File: config.mk
export PLATFORM = sky130hd
export DESIGN_NAME = i2c_master_byte_engine_top
export DESIGN_NICKNAME = d
export VERILOG_FILES = /design/src/i2cmbe_pkg.sv /design/src/i2cmbe_front.sv /design/src/i2cmbe_queue.sv /design/src/i2cmbe_back.sv /design/src/i2c_master_byte_engine_top.sv
export SDC_FILE = /design/constraint.sdc
export NUM_CORES = 1
export LEC_CHECK = 0
export BUFFER_PORTS_ARGS = -buffer_cell sky130_fd_sc_hd__buf_2
export CORE_MARGIN = 1
export CORE_UTILIZATION = 45
export CTS_BUF_LIST = sky130_fd_sc_hd__clkbuf_4
export CTS_CLUSTER_SIZE = 10
export DETAILED_ROUTE_END_ITERATION = 7
export GPL_TIMING_DRIVEN = 1
export PLACE_DENSITY_LB_ADDON = 0.3
export SETUP_SLACK_MARGIN = 0.1
export SLEW_MARGIN = 15
export SYNTH_ARGS = -nofsm -noshare
export SYNTH_HDL_FRONTEND = slang
export SYNTH_HIERARCHICAL = 1
export SYNTH_SLANG_ARGS = --single-unit
File: constraint.sdc
create_clock -name clk_i -period 5.5 [get_ports clk_i]
set_clock_uncertainty 0.1 [all_clocks]
set_input_delay 0.275 -clock clk_i [delete_from_list [all_inputs] [get_ports clk_i]]
set_output_delay 0.275 -clock clk_i [all_outputs]
set_load 0.02 [all_outputs]
File: src/i2cmbe_pkg.sv
`timescale 1ns / 1ps

package i2cmbe_pkg;

  localparam int WaitBits = 8;

  localparam logic [2:0] CmdNone    = 3'd0;
  localparam logic [2:0] OpStart    = 3'd1;
  localparam logic [2:0] OpStop     = 3'd2;
  localparam logic [2:0] OpWrite    = 3'd3;
  localparam logic [2:0] OpReadAck  = 3'd4;
  localparam logic [2:0] OpReadNak  = 3'd5;
  localparam logic [2:0] OpProbe    = 3'd6;

  localparam logic CfgPhase = 1'b0;
  localparam logic CfgSetup = 1'b1;

  localparam logic [7:0] PhaseReset = 8'd5;
  localparam logic [7:0] SetupReset = 8'd1;

  typedef enum logic [21:0] {
    StIdle = 22'h000001,
    StS0   = 22'h000002,
    StS1   = 22'h000004,
    StS2   = 22'h000008,
    StS3   = 22'h000010,
    StW0   = 22'h000020,
    StW1   = 22'h000040,
    StW2   = 22'h000080,
    StW3   = 22'h000100,
    StW4   = 22'h000200,
    StW5   = 22'h000400,
    StP0   = 22'h000800,
    StP1   = 22'h001000,
    StP2   = 22'h002000,
    StP3   = 22'h004000,
    StP4   = 22'h008000,
    StR0   = 22'h010000,
    StR1   = 22'h020000,
    StR2   = 22'h040000,
    StR3   = 22'h080000,
    StR4   = 22'h100000,
    StR5   = 22'h200000
  } step_e;

  typedef enum logic [1:0] {
    RunGo   = 2'd0,
    RunWait = 2'd1,
    RunEnd  = 2'd2
  } run_e;

  typedef struct packed {
    logic [2:0] op;
    logic       is_cmd;
    step_e      start;
    logic [7:0] data;
    logic       sda;
  } item_t;

  typedef struct packed {
    step_e                step;
    logic [3:0]           bit_idx;
    logic [7:0]           shreg;
    logic [WaitBits-1:0]  wait_cnt;
    logic [2:0]           cmd;
    logic                 scl;
    logic                 sda_drv;
    logic                 sda_out;
    logic [7:0]           rx;
    logic                 ack;
  } eng_t;

  typedef struct packed {
    eng_t e;
    run_e run;
  } step_res_t;

  typedef struct packed {
    logic       rejected;
    logic       ack;
    logic [7:0] rx;
    logic       done;
    logic       busy;
    logic       sda_value;
    logic       sda_drive;
    logic       scl;
  } result_t;

  localparam eng_t EngReset = '{
    step:     StIdle,
    bit_idx:  4'd0,
    shreg:    8'd0,
    wait_cnt: '0,
    cmd:      CmdNone,
    scl:      1'b1,
    sda_drv:  1'b1,
    sda_out:  1'b1,
    rx:       8'd0,
    ack:      1'b0
  };

  function automatic logic [WaitBits-1:0] load_delay(input logic [7:0] ticks);
    logic [16:0] d;
    d = (ticks == 8'd0) ? 17'd0 : (17'(ticks) - 17'd1);
    if (d > 17'((1 << WaitBits) - 1)) begin
      d = 17'((1 << WaitBits) - 1);
    end
    return d[WaitBits-1:0];
  endfunction

  function automatic step_res_t step_fn(input eng_t s, input logic sda,
                                        input logic [7:0] phase,
                                        input logic [7:0] setup);
    step_res_t  r;
    logic [3:0] nb;
    r.e   = s;
    r.run = RunWait;
    nb    = s.bit_idx + 4'd1;
    case (s.step)
      StS0: begin
        r.e.sda_drv = 1'b1; r.e.wait_cnt = load_delay(setup); r.e.step = StS1;
      end
      StS1: begin
        r.e.scl = 1'b1; r.e.sda_out = 1'b1;
        r.e.wait_cnt = load_delay(phase); r.e.step = StS2;
      end
      StS2: begin
        r.e.sda_out = 1'b0; r.e.wait_cnt = load_delay(phase); r.e.step = StS3;
      end
      StS3: begin
        r.e.scl = 1'b0;
        if (s.cmd == OpProbe) begin
          r.e.step = StW0; r.run = RunGo;
        end else begin
          r.run = RunEnd;
        end
      end
      StW0: begin
        r.e.sda_drv = 1'b1; r.e.bit_idx = 4'd0;
        r.e.wait_cnt = load_delay(setup); r.e.step = StW1;
      end
      StW1: begin
        r.e.sda_out = s.shreg[7]; r.e.wait_cnt = load_delay(phase); r.e.step = StW2;
      end
      StW2: begin
        r.e.scl = 1'b1; r.e.wait_cnt = load_delay(phase); r.e.step = StW3;
      end
      StW3: begin
        r.e.scl = 1'b0;
        r.e.shreg = {s.shreg[6:0], 1'b0};
        r.e.bit_idx = nb;
        if (nb < 4'd8) begin
          r.e.step = StW1; r.run = RunGo;
        end else begin
          r.e.sda_out = 1'b1; r.e.sda_drv = 1'b0;
          r.e.wait_cnt = load_delay(phase); r.e.step = StW4;
        end
      end
      StW4: begin
        r.e.scl = 1'b1; r.e.wait_cnt = load_delay(phase); r.e.step = StW5;
      end
      StW5: begin
        r.e.ack = ~sda; r.e.scl = 1'b0;
        if (s.cmd == OpProbe) begin
          r.e.step = StP0; r.run = RunGo;
        end else begin
          r.run = RunEnd;
        end
      end
      StP0: begin
        r.e.sda_drv = 1'b1; r.e.wait_cnt = load_delay(setup); r.e.step = StP1;
      end
      StP1: begin
        r.e.scl = 1'b0; r.e.sda_out = 1'b0;
        r.e.wait_cnt = load_delay(phase); r.e.step = StP2;
      end
      StP2: begin
        r.e.scl = 1'b1; r.e.wait_cnt = load_delay(phase); r.e.step = StP3;
      end
      StP3: begin
        r.e.sda_out = 1'b1; r.e.wait_cnt = load_delay(phase); r.e.step = StP4;
      end
      StR0: begin
        r.e.sda_out = 1'b1; r.e.sda_drv = 1'b0; r.e.bit_idx = 4'd0;
        r.e.wait_cnt = load_delay(phase); r.e.step = StR1;
      end
      StR1: begin
        r.e.scl = 1'b1; r.e.shreg = {s.shreg[6:0], sda};
        r.e.wait_cnt = load_delay(phase); r.e.step = StR2;
      end
      StR2: begin
        r.e.scl = 1'b0; r.e.bit_idx = nb;
        if (nb < 4'd8) begin
          r.e.wait_cnt = load_delay(phase); r.e.step = StR1;
        end else begin
          r.e.sda_drv = 1'b1; r.e.wait_cnt = load_delay(setup); r.e.step = StR3;
        end
      end
      StR3: begin
        r.e.sda_out = (s.cmd == OpReadNak);
        r.e.wait_cnt = load_delay(phase); r.e.step = StR4;
      end
      StR4: begin
        r.e.scl = 1'b1; r.e.wait_cnt = load_delay(phase); r.e.step = StR5;
      end
      StR5: begin
        r.e.scl = 1'b0; r.e.rx = s.shreg; r.run = RunEnd;
      end
      default: begin
        r.run = RunEnd;
      end
    endcase
    return r;
  endfunction

endpackage

File: src/i2cmbe_front.sv
`timescale 1ns / 1ps

module i2cmbe_front (
  input  logic               s_axis_tvalid_i,
  output logic               s_axis_tready_o,
  input  logic [15:0]        s_axis_tdata_i,
  input  logic [2:0]         s_axis_tuser_i,
  output logic               push_valid_o,
  input  logic               push_ready_i,
  output i2cmbe_pkg::item_t  push_item_o
);

  logic [2:0] op;

  assign op = s_axis_tuser_i;

  always_comb begin
    push_item_o.op     = op;
    push_item_o.data   = s_axis_tdata_i[7:0];
    push_item_o.sda    = s_axis_tdata_i[8];
    push_item_o.is_cmd = (op >= i2cmbe_pkg::OpStart) && (op <= i2cmbe_pkg::OpProbe);
    case (op)
      i2cmbe_pkg::OpStart,
      i2cmbe_pkg::OpProbe:   push_item_o.start = i2cmbe_pkg::StS0;
      i2cmbe_pkg::OpStop:    push_item_o.start = i2cmbe_pkg::StP0;
      i2cmbe_pkg::OpWrite:   push_item_o.start = i2cmbe_pkg::StW0;
      i2cmbe_pkg::OpReadAck,
      i2cmbe_pkg::OpReadNak: push_item_o.start = i2cmbe_pkg::StR0;
      default:               push_item_o.start = i2cmbe_pkg::StIdle;
    endcase
  end

  assign push_valid_o    = s_axis_tvalid_i;
  assign s_axis_tready_o = push_ready_i;

endmodule

File: src/i2cmbe_queue.sv
`timescale 1ns / 1ps

module i2cmbe_queue (
  input  logic               clk_i,
  input  logic               rst_ni,
  input  logic               push_valid_i,
  output logic               push_ready_o,
  input  i2cmbe_pkg::item_t  push_item_i,
  output logic               pop_valid_o,
  input  logic               pop_ready_i,
  output i2cmbe_pkg::item_t  pop_item_o
);

  i2cmbe_pkg::item_t mem_q [2];
  logic              wr_ptr_q, wr_ptr_d;
  logic              rd_ptr_q, rd_ptr_d;
  logic [1:0]        cnt_q, cnt_d;
  logic              push, pop;

  assign push_ready_o = (cnt_q != 2'd2);
  assign pop_valid_o  = (cnt_q != 2'd0);
  assign pop_item_o   = mem_q[rd_ptr_q];
  assign push         = push_valid_i && push_ready_o;
  assign pop          = pop_valid_o && pop_ready_i;

  always_comb begin
    wr_ptr_d = push ? ~wr_ptr_q : wr_ptr_q;
    rd_ptr_d = pop ? ~rd_ptr_q : rd_ptr_q;
    cnt_d    = cnt_q + {1'b0, push} - {1'b0, pop};
  end

  always_ff @(posedge clk_i or negedge rst_ni) begin
    if (!rst_ni) begin
      wr_ptr_q <= 1'b0;
      rd_ptr_q <= 1'b0;
      cnt_q    <= 2'd0;
    end else begin
      wr_ptr_q <= wr_ptr_d;
      rd_ptr_q <= rd_ptr_d;
      cnt_q    <= cnt_d;
    end
  end

  always_ff @(posedge clk_i) begin
    if (push) begin
      mem_q[wr_ptr_q] <= push_item_i;
    end
  end

endmodule

File: src/i2cmbe_back.sv
`timescale 1ns / 1ps

module i2cmbe_back (
  input  logic               clk_i,
  input  logic               rst_ni,
  input  logic               cfg_we_i,
  input  logic               cfg_index_i,
  input  logic [7:0]         cfg_data_i,
  input  logic               pop_valid_i,
  output logic               pop_ready_o,
  input  i2cmbe_pkg::item_t  pop_item_i,
  output logic               m_axis_tvalid_o,
  input  logic               m_axis_tready_i,
  output logic [15:0]        m_axis_tdata_o
);

  logic [7:0]                phase_q, setup_q;
  i2cmbe_pkg::eng_t          eng_q, eng_d, eng_in;
  i2cmbe_pkg::step_res_t     r1, r2;
  i2cmbe_pkg::result_t       res_d;
  i2cmbe_pkg::result_t       mem_q [2];
  logic                      wr_ptr_q, wr_ptr_d;
  logic                      rd_ptr_q, rd_ptr_d;
  logic [1:0]                cnt_q, cnt_d;
  logic                      proc, pop;
  logic                      rejected, done;

  assign pop_ready_o = (cnt_q != 2'd2);
  assign proc        = pop_valid_i && pop_ready_o;

  // A command is taken only when the engine is idle; it then runs on the same tick.
  always_comb begin
    eng_in   = eng_q;
    rejected = 1'b0;
    if (eng_q.cmd == i2cmbe_pkg::CmdNone) begin
      if (pop_item_i.is_cmd) begin
        eng_in.cmd      = pop_item_i.op;
        eng_in.shreg    = pop_item_i.data;
        eng_in.wait_cnt = '0;
        eng_in.step     = pop_item_i.start;
      end
    end else if (pop_item_i.is_cmd) begin
      rejected = 1'b1;
    end
  end

  assign r1 = i2cmbe_pkg::step_fn(eng_in, pop_item_i.sda, phase_q, setup_q);
  assign r2 = i2cmbe_pkg::step_fn(r1.e, pop_item_i.sda, phase_q, setup_q);

  always_comb begin
    eng_d = eng_in;
    done  = 1'b0;
    if (eng_in.cmd != i2cmbe_pkg::CmdNone) begin
      if (eng_in.wait_cnt != '0) begin
        eng_d.wait_cnt = eng_in.wait_cnt - 1'b1;
      end else if (r1.run == i2cmbe_pkg::RunWait) begin
        eng_d = r1.e;
      end else if (r1.run == i2cmbe_pkg::RunEnd || r2.run == i2cmbe_pkg::RunEnd) begin
        eng_d          = (r1.run == i2cmbe_pkg::RunEnd) ? r1.e : r2.e;
        done           = 1'b1;
        eng_d.cmd      = i2cmbe_pkg::CmdNone;
        eng_d.step     = i2cmbe_pkg::StIdle;
        eng_d.wait_cnt = '0;
      end else begin
        eng_d = r2.e;
      end
    end
  end

  always_comb begin
    res_d.scl       = eng_d.scl;
    res_d.sda_drive = eng_d.sda_drv;
    res_d.sda_value = eng_d.sda_out;
    res_d.busy      = (eng_d.cmd != i2cmbe_pkg::CmdNone);
    res_d.done      = done;
    res_d.rx        = eng_d.rx;
    res_d.ack       = eng_d.ack;
    res_d.rejected  = rejected;
  end

  assign m_axis_tvalid_o = (cnt_q != 2'd0);
  assign m_axis_tdata_o  = {1'b0, mem_q[rd_ptr_q]};
  assign pop             = m_axis_tvalid_o && m_axis_tready_i;

  always_comb begin
    wr_ptr_d = proc ? ~wr_ptr_q : wr_ptr_q;
    rd_ptr_d = pop ? ~rd_ptr_q : rd_ptr_q;
    cnt_d    = cnt_q + {1'b0, proc} - {1'b0, pop};
  end

  always_ff @(posedge clk_i or negedge rst_ni) begin
    if (!rst_ni) begin
      phase_q  <= i2cmbe_pkg::PhaseReset;
      setup_q  <= i2cmbe_pkg::SetupReset;
      eng_q    <= i2cmbe_pkg::EngReset;
      wr_ptr_q <= 1'b0;
      rd_ptr_q <= 1'b0;
      cnt_q    <= 2'd0;
    end else begin
      if (cfg_we_i && cfg_index_i == i2cmbe_pkg::CfgPhase) begin
        phase_q <= cfg_data_i;
      end
      if (cfg_we_i && cfg_index_i == i2cmbe_pkg::CfgSetup) begin
        setup_q <= cfg_data_i;
      end
      if (proc) begin
        eng_q <= eng_d;
      end
      wr_ptr_q <= wr_ptr_d;
      rd_ptr_q <= rd_ptr_d;
      cnt_q    <= cnt_d;
    end
  end

  always_ff @(posedge clk_i) begin
    if (proc) begin
      mem_q[wr_ptr_q] <= res_d;
    end
  end

endmodule

File: src/i2c_master_byte_engine_top.sv
`timescale 1ns / 1ps

// I2C master byte engine. Every input item is one bus timing tick of about one
// microsecond; its tuser field may carry a command (start, stop, write, read with
// ACK or NAK, address probe) that begins on that same tick when the engine is idle.
// Each input item produces exactly one output item holding the SCL and SDA pin
// controls, busy and done flags, the last received byte, the acknowledge seen and
// a flag for a command that was ignored because the engine was busy.
// Phase and settle delays are set through the write port, register 0 being the
// phase delay and register 1 the settle delay. They are to be written only while
// idle by the user; the block does not enforce this. An accepted item is held
// in the command queue; the engine runs it from there and registers the result
// into a two-entry output buffer, from which the receiver takes it. The engine
// completes one tick per clock while the output buffer has room, so one item per
// cycle is sustained as long as the receiver keeps taking results.
// Reset returns the engine to idle with SCL high and SDA driven high, and loads
// the delay registers with five and one ticks.
// When the receiver stalls, the output buffer fills, then the command queue, and
// s_axis_tready_o falls; no item is lost or repeated.
module i2c_master_byte_engine_top (
  input  logic        clk_i,
  input  logic        rst_ni,
  input  logic        cfg_we_i,
  input  logic        cfg_index_i,
  input  logic [7:0]  cfg_data_i,
  input  logic        s_axis_tvalid_i,
  output logic        s_axis_tready_o,
  // data_byte [7:0], sda_level [8], zero [15:9]
  input  logic [15:0] s_axis_tdata_i,
  // op [2:0]
  input  logic [2:0]  s_axis_tuser_i,
  output logic        m_axis_tvalid_o,
  input  logic        m_axis_tready_i,
  // scl_level [0], sda_drive [1], sda_value [2], busy_res [3], done_res [4],
  // rx_byte [12:5], ack_seen [13], rejected [14], zero [15]
  output logic [15:0] m_axis_tdata_o
);

  logic              push_valid, push_ready;
  i2cmbe_pkg::item_t push_item;
  logic              pop_valid, pop_ready;
  i2cmbe_pkg::item_t pop_item;

  i2cmbe_front u_front (
    .s_axis_tvalid_i (s_axis_tvalid_i),
    .s_axis_tready_o (s_axis_tready_o),
    .s_axis_tdata_i  (s_axis_tdata_i),
    .s_axis_tuser_i  (s_axis_tuser_i),
    .push_valid_o    (push_valid),
    .push_ready_i    (push_ready),
    .push_item_o     (push_item)
  );

  i2cmbe_queue u_queue (
    .clk_i        (clk_i),
    .rst_ni       (rst_ni),
    .push_valid_i (push_valid),
    .push_ready_o (push_ready),
    .push_item_i  (push_item),
    .pop_valid_o  (pop_valid),
    .pop_ready_i  (pop_ready),
    .pop_item_o   (pop_item)
  );

  i2cmbe_back u_back (
    .clk_i           (clk_i),
    .rst_ni          (rst_ni),
    .cfg_we_i        (cfg_we_i),
    .cfg_index_i     (cfg_index_i),
    .cfg_data_i      (cfg_data_i),
    .pop_valid_i     (pop_valid),
    .pop_ready_o     (pop_ready),
    .pop_item_i      (pop_item),
    .m_axis_tvalid_o (m_axis_tvalid_o),
    .m_axis_tready_i (m_axis_tready_i),
    .m_axis_tdata_o  (m_axis_tdata_o)
  );

endmodule

Yosys cells after proc, flatten, opt, wreduce, memory -nomap -nowiden. Memories as Yosys holds them, arrays and structs flattened. Cells that the tools add are included.

Memories kept: 2. Register bits after elaboration: 81. Logic and storage cells: 199. RAM bits: 90. Output and inout port bits: 18. Input port bits: 33.

Add/sub/neg operators: 9. Equal/unequal tests: 53. $lt $le $gt $ge: 6. Bitwise logic cells: 7. Reductions and logical operators: 38. Mux-type cells: 66.

Memory list: u_queue.mem_q (depth 2, width 30, read ports 1, clocked after Yosys merged registers in 0, wr ports 1, RTL line i2cmbe_queue.sv:14) `i2cmbe_pkg::item_t mem_q [2];`; u_back.mem_q (depth 2, width 15, read ports 1, clocked after Yosys merged registers in 0, wr ports 1, RTL line i2cmbe_back.sv:21) `i2cmbe_pkg::result_t mem_q [2];`.

Operator list (number): case mux 22 bit (19 select lines) (2); two-way mux 57 bit (3); two-way mux 22 bit (6); two-way mux 8 bit (9); case mux 17 bit (4 select lines) (1); case mux 8 bit (4 select lines) (2); == test 22 x 10 -> 1 bit (second input constant) (2); == test 22 x 11 -> 1 bit (second input constant) (2); == test 22 x 12 -> 1 bit (second input constant) (2); == test 22 x 13 -> 1 bit (second input constant) (2); == test 22 x 14 -> 1 bit (second input constant) (2); == test 22 x 15 -> 1 bit (second input constant) (2); == test 22 x 17 -> 1 bit (second input constant) (2); == test 22 x 18 -> 1 bit (second input constant) (2); == test 22 x 19 -> 1 bit (second input constant) (2); == test 22 x 2 -> 1 bit (second input constant) (2); == test 22 x 20 -> 1 bit (second input constant) (2); == test 22 x 21 -> 1 bit (second input constant) (2); == test 22 bit (second input constant) (2); == test 22 x 3 -> 1 bit (second input constant) (2); == test 22 x 4 -> 1 bit (second input constant) (2); == test 22 x 5 -> 1 bit (second input constant) (2); == test 22 x 6 -> 1 bit (second input constant) (2); == test 22 x 7 -> 1 bit (second input constant) (2); 46 further kinds (120).

Logic depth before layout (Yosys ltp). An unclocked memory read counts as a cell.

Depth in word-level cells: 17. Gate-level depth with buffers: 18. Mapped depth without buffers: 11.

By module. The synthesis kept the hierarchy.

By module, submodules not included: i2cmbe_back (instances 1, area an instance 6970.4 sq um, seq. area each 2836.5 sq um, cells each 770); i2cmbe_queue (instances 1, area an instance 2849.0 sq um, seq. area each 2202.1 sq um, cells each 126); i2cmbe_front (instances 1, area an instance 302.8 sq um, seq. area each 0.0 sq um, cells each 42).

Worst setup path before layout. OpenSTA, ideal clock, no wires.

Path type: reg2reg. Start: register u_queue.rd_ptr_q. End: memory u_back/mem_q[0][5] (netlist bit), data pin. Arrival time: 3644 ps. Path slack: 1486 ps. Stages on the path, launching flop included: 19. Buffers on the path: 8. Cells stage by stage: dfrtp_1 -> buf_6 -> buf_6 -> mux2_4 -> or4b_4 -> buf_6 -> clkbuf_1 -> buf_2 -> buf_1 -> nand2_1 -> ha_1 -> nand2_1 -> or2_2 -> clkbuf_1 -> nor2_1 -> nand2_1 -> clkbuf_1 -> nand2_1 -> o21ai_0.

RTL lines: start: declaration (RTL line i2cmbe_queue.sv:16) `logic rd_ptr_q, rd_ptr_d;`; start signal: assignment (RTL line i2cmbe_queue.sv:39) `rd_ptr_q <= rd_ptr_d;`; end: declaration (RTL line i2cmbe_back.sv:21).

==> results by group <==
Timing
  • Final Cycle Share: 84.9%
  • Fin Setup TNS: 0 ps
  • Unrepaired setup endpoints after global routing: false
  • Clock period minus worst slack: 4670 ps
  • Final setup fails: 0
  • Max Clk Rate: 214 MHz
  • Final Hold Vio Count: 0
  • Final Slew Violations: 0
  • Slew margin rel.: 22.4%
  • Worst slew pin tran: 1150 ps

Min path
  • Worst hold path type: in -> reg
  • Hold path cells: 4
  • Hold Path End: u_back/phase_q[0]
  • Hold Crit Start: cfg_index_i

Clock network
  • TritonCTS clock tree: yes
  • Largest buffer count on any clock path: 2
  • Post_cts resized: 0
  • Clk slew on worst S/H paths: 160 ps
  • H-tree depth: 4
  • CTS Buf Count: 17
  • Latest clock arrival within the worst-skew pair: 570 ps
  • Sinks on Clock Net: 181
  • CTS root buffer: clkbuf_4

Die
  • Vert. Die Dim: 152 µm
  • Die Span X: 152 µm
  • Initial Util: 46.1%
  • FP Rows: 54
  • Top Ports: 51
  • Core area: 0.0220 mm²
  • Die ar.: 0.0231 mm²

Global route
  • Total GRT Usage: 21.7%
  • Grt ovf: 0
  • Initial antenna violation count: 1
  • Vias in the first global route: 7,240
  • Largest net degree at the start of global routing: 42
  • Global-route wire length before repair: 39,400 µm

Run status
  • Status: finished with violations
  • Failing checks: design-rule violations

Critical path
  • CP max FO: 15
  • Reg2Reg Depth: 11
  • Crit path arrival time: 5040 ps
  • Reg2reg start: u_queue/rd_ptr_q
  • Reg2Reg Setup Slack: 830 ps
  • Worst setup SP type: register
  • WS Path Type: reg -> reg
  • Capturing element type of the critical path: register
  • Critical Path RT: 5870 ps
  • R2r endpoint: u_back/eng_q[17]

Synthesis
  • Top post-synthesis cells by area: edfxtp_1 (30%), dfrtp_1 (18%), mux2_2 (4.6%), mux2_4 (4.3%), nand2_1 (3.3%)
  • Cells after Synth: 938
  • Number of flops mapped to enable cells by yosys: 100
  • Async SR Flop Fraction: 44.8%
  • Register area share after synthesis: 49.8%
  • Synth Flop Type: edfxtp_1
  • Yosys top cell area share: 29.7%
  • Mean post-synth cell area: 10.8 µm²
  • Yosys cell types: 80
  • Total number of yosys warnings: 6
  • Seq cells post-synth: 181
  • Post-Syn Area: 0.0101 mm²
  • Yosys top cell by area: edfxtp_1

Placement
  • GPL Wtd Cong: 0.900
  • IO buf count: 42
  • Detailed placement HPWL: 17,400 µm
  • Cell Area, Placed: 0.0105 mm²

Power
  • Sequential share of power: 41.4%
  • Leakage: 4.01 nW
  • Pwr dens: 501 mW/mm²
  • Combinational share of power: 44.4%
  • Cell Int Power: 3.21 mW
  • Clock power share: 14.2%
  • Net Sw Power: 2.30 mW
  • VDD IR-drop max: 0.274 mV
  • Switching Fraction: 41.7%

Final layout
  • Fraction of layout cells with a size suffix above 1: 19.0%
  • # fillers: 1,991
  • Fin util: 50.1%
  • Register Area: 0.00504 mm²
  • Nets: 1,026
  • Area taken by multi-input logic gates: 0.00467 mm²
  • Final instance area: 0.0110 mm²
  • Area added between synthesis and finish: 8.60%

Job
  • Max Cap Violations: 0

Drt
  • Average wire per standard cell: 19.0 µm
  • DR DRC count: 5
  • DRT Pass-1 Iters: 8
  • Via count: 7,507
  • Routed wire length: 24,300 µm
  • DRT iter0 DRCs: 641
  • Vias per cell: 5.87
  • Routed Antenna Nets: 0
## worst max path at each step
| stage | startpoint | slack [ps] | endpoint | depth (start not counted) |
|---|---|---|---|---|
| after floorplan | u_queue/rd_ptr_q | 1490 | u_back/mem_q[0][5] | 18 |
| after global routing | u_queue/rd_ptr_q | 410 | u_back/eng_q[17] | 11 |
| after detailed placement | u_queue/rd_ptr_q | 1020 | u_back/eng_q[20] | 11 |
| final | u_queue/rd_ptr_q | 830 | u_back/eng_q[17] | 11 |
| after CTS | u_queue/rd_ptr_q | 930 | u_back/eng_q[16] | 11 |
| after global placement | u_queue/rd_ptr_q | 1120 | u_back/eng_q[17] | 11 |
## area by class of cell
class	instances	share of cell area [%]
timing repair buffer	82	5.33
tap	280	3.19
sequential	181	45.8
antenna	1	0.0228
clock inverter	15	1.56
multi-input combinational	690	42.5
clock buffer	17	1.16
inverter	13	0.444
## timing repair
| item | in CTS | in global routing |
|---|---|---|
| hold buffers | 24 | 0 |
| endpoints found under the hold margin | 84 | 0 |
| buffers inserted | 0 | 0 |
## registers in the layout (all words and copies together) (netlist names)
signal	flops
u_back/cnt_q	2
u_back/eng_in	16
u_back/eng_q	41
u_back/mem_q	30
u_back/phase_q	8
u_back/rd_ptr_q	1
u_back/setup_q	8
u_back/wr_ptr_q	1
u_queue/cnt_q	2
u_queue/mem_q	70
u_queue/rd_ptr_q	1
u_queue/wr_ptr_q	1
## kinds of logic after synthesis
logic type / Yosys count / synth area share (%)
adder cells (fa/ha/maj): 8 / 0.989
AND/OR/NAND/NOR: 337 / 18.1
buffers and inverters: 83 / 4.78
multiplexers: 88 / 10.6
flip-flops: 181 / 49.8
AO/OA/AOI/OAI: 219 / 13.9
XOR/XNOR: 20 / 1.73
other: 2 / 0.0742
## routing by layer
| layer | part of all wire [%] | global-route usage, % |
|---|---|---|
| met1 | 46 | 30.4 |
| met3 | 5.6 | 4.22 |
| met5 | 0 | 0 |
| met2 | 47 | 34.5 |
| met4 | 1.6 | 5.34 |
## metrics by stage
stage	power (mW)	hold slack, ps	cells	worst slack, ps
finish	5.51	46.6	1279	831
global route	5.89	62.0	1279	415
CTS	5.54	2.40	1278	935
detailed placement	4.74	216	1222	1020
global placement	4.68	209	1222	1120
floorplan	4.09	-121	954	1490
## cell usage after synthesis (7+ instances only)
master	instances
a21oi_1	50
a22oi_1	10
buf_4	32
clkbuf_1	25
dfrtp_1	74
dfstp_2	7
edfxtp_1	100
ha_1	8
inv_1	13
mux2_2	41
mux2_4	29
mux2i_1	18
nand2_1	90
nand2b_1	9
nand3_1	21
nand3b_1	10
nand4_1	25
nor2_1	73
nor2b_1	8
nor3_1	22
nor3b_1	9
nor4_1	8
nor4b_1	21
o21ai_0	65
o21ai_1	9
o22ai_1	11
o31ai_1	12
xnor2_1	14
## power by group through the flow
| stage | Sequential, mW | Clock [mW] | Combinational (mW) |
|---|---|---|---|
| after floorplan | 2.16 | 0 | 1.93 |
| after global placement | 2.29 | 0 | 2.39 |
| after detailed placement | 2.31 | 0 | 2.43 |
| after CTS | 2.28 | 0.811 | 2.45 |
| after global routing | 2.35 | 0.869 | 2.68 |
| final | 2.28 | 0.784 | 2.45 |
## worst max-delay path: stages (launching register included)
cell	delay [ps]
dfrtp_2	650
buf_12	230
mux2_4	350
nor4_1	690
nand4_1	460
a22oi_2	460
a2111o_1	290
nor2_1	100
a2111oi_0	780
o32ai_1	200
a21oi_1	170
o21ai_1	90
## placed cells by master, fill, tap and decap left out, types with 6 or more instances in the layout
cell,Yosys,layout
o21ai_1,9,9
nor4b_1,21,21
nand3b_1,10,10
mux2_2,41,41
buf_4,32,16
dfrtp_1,74,73
mux2i_1,18,18
conb_1,2,18
xnor2_1,14,14
buf_2,6,41
edfxtp_1,100,100
xor2_1,6,6
nor2b_1,8,8
nor3_1,22,22
nand4_1,25,25
clkbuf_4,0,17
ha_1,8,8
a21oi_1,50,50
o21ai_0,65,65
inv_1,13,13
nand2b_1,9,9
o22ai_1,11,11
nor2_1,73,72
and2_1,6,6
dlygate4sd3_1,0,24
o32ai_1,6,6
a22oi_1,10,10
o31ai_1,12,12
mux2_4,29,29
dfstp_2,7,7
nand3_1,21,21
nor4_1,8,8
nor3b_1,9,9
nand2_1,90,90
Power figures use the tool's default switching activity.
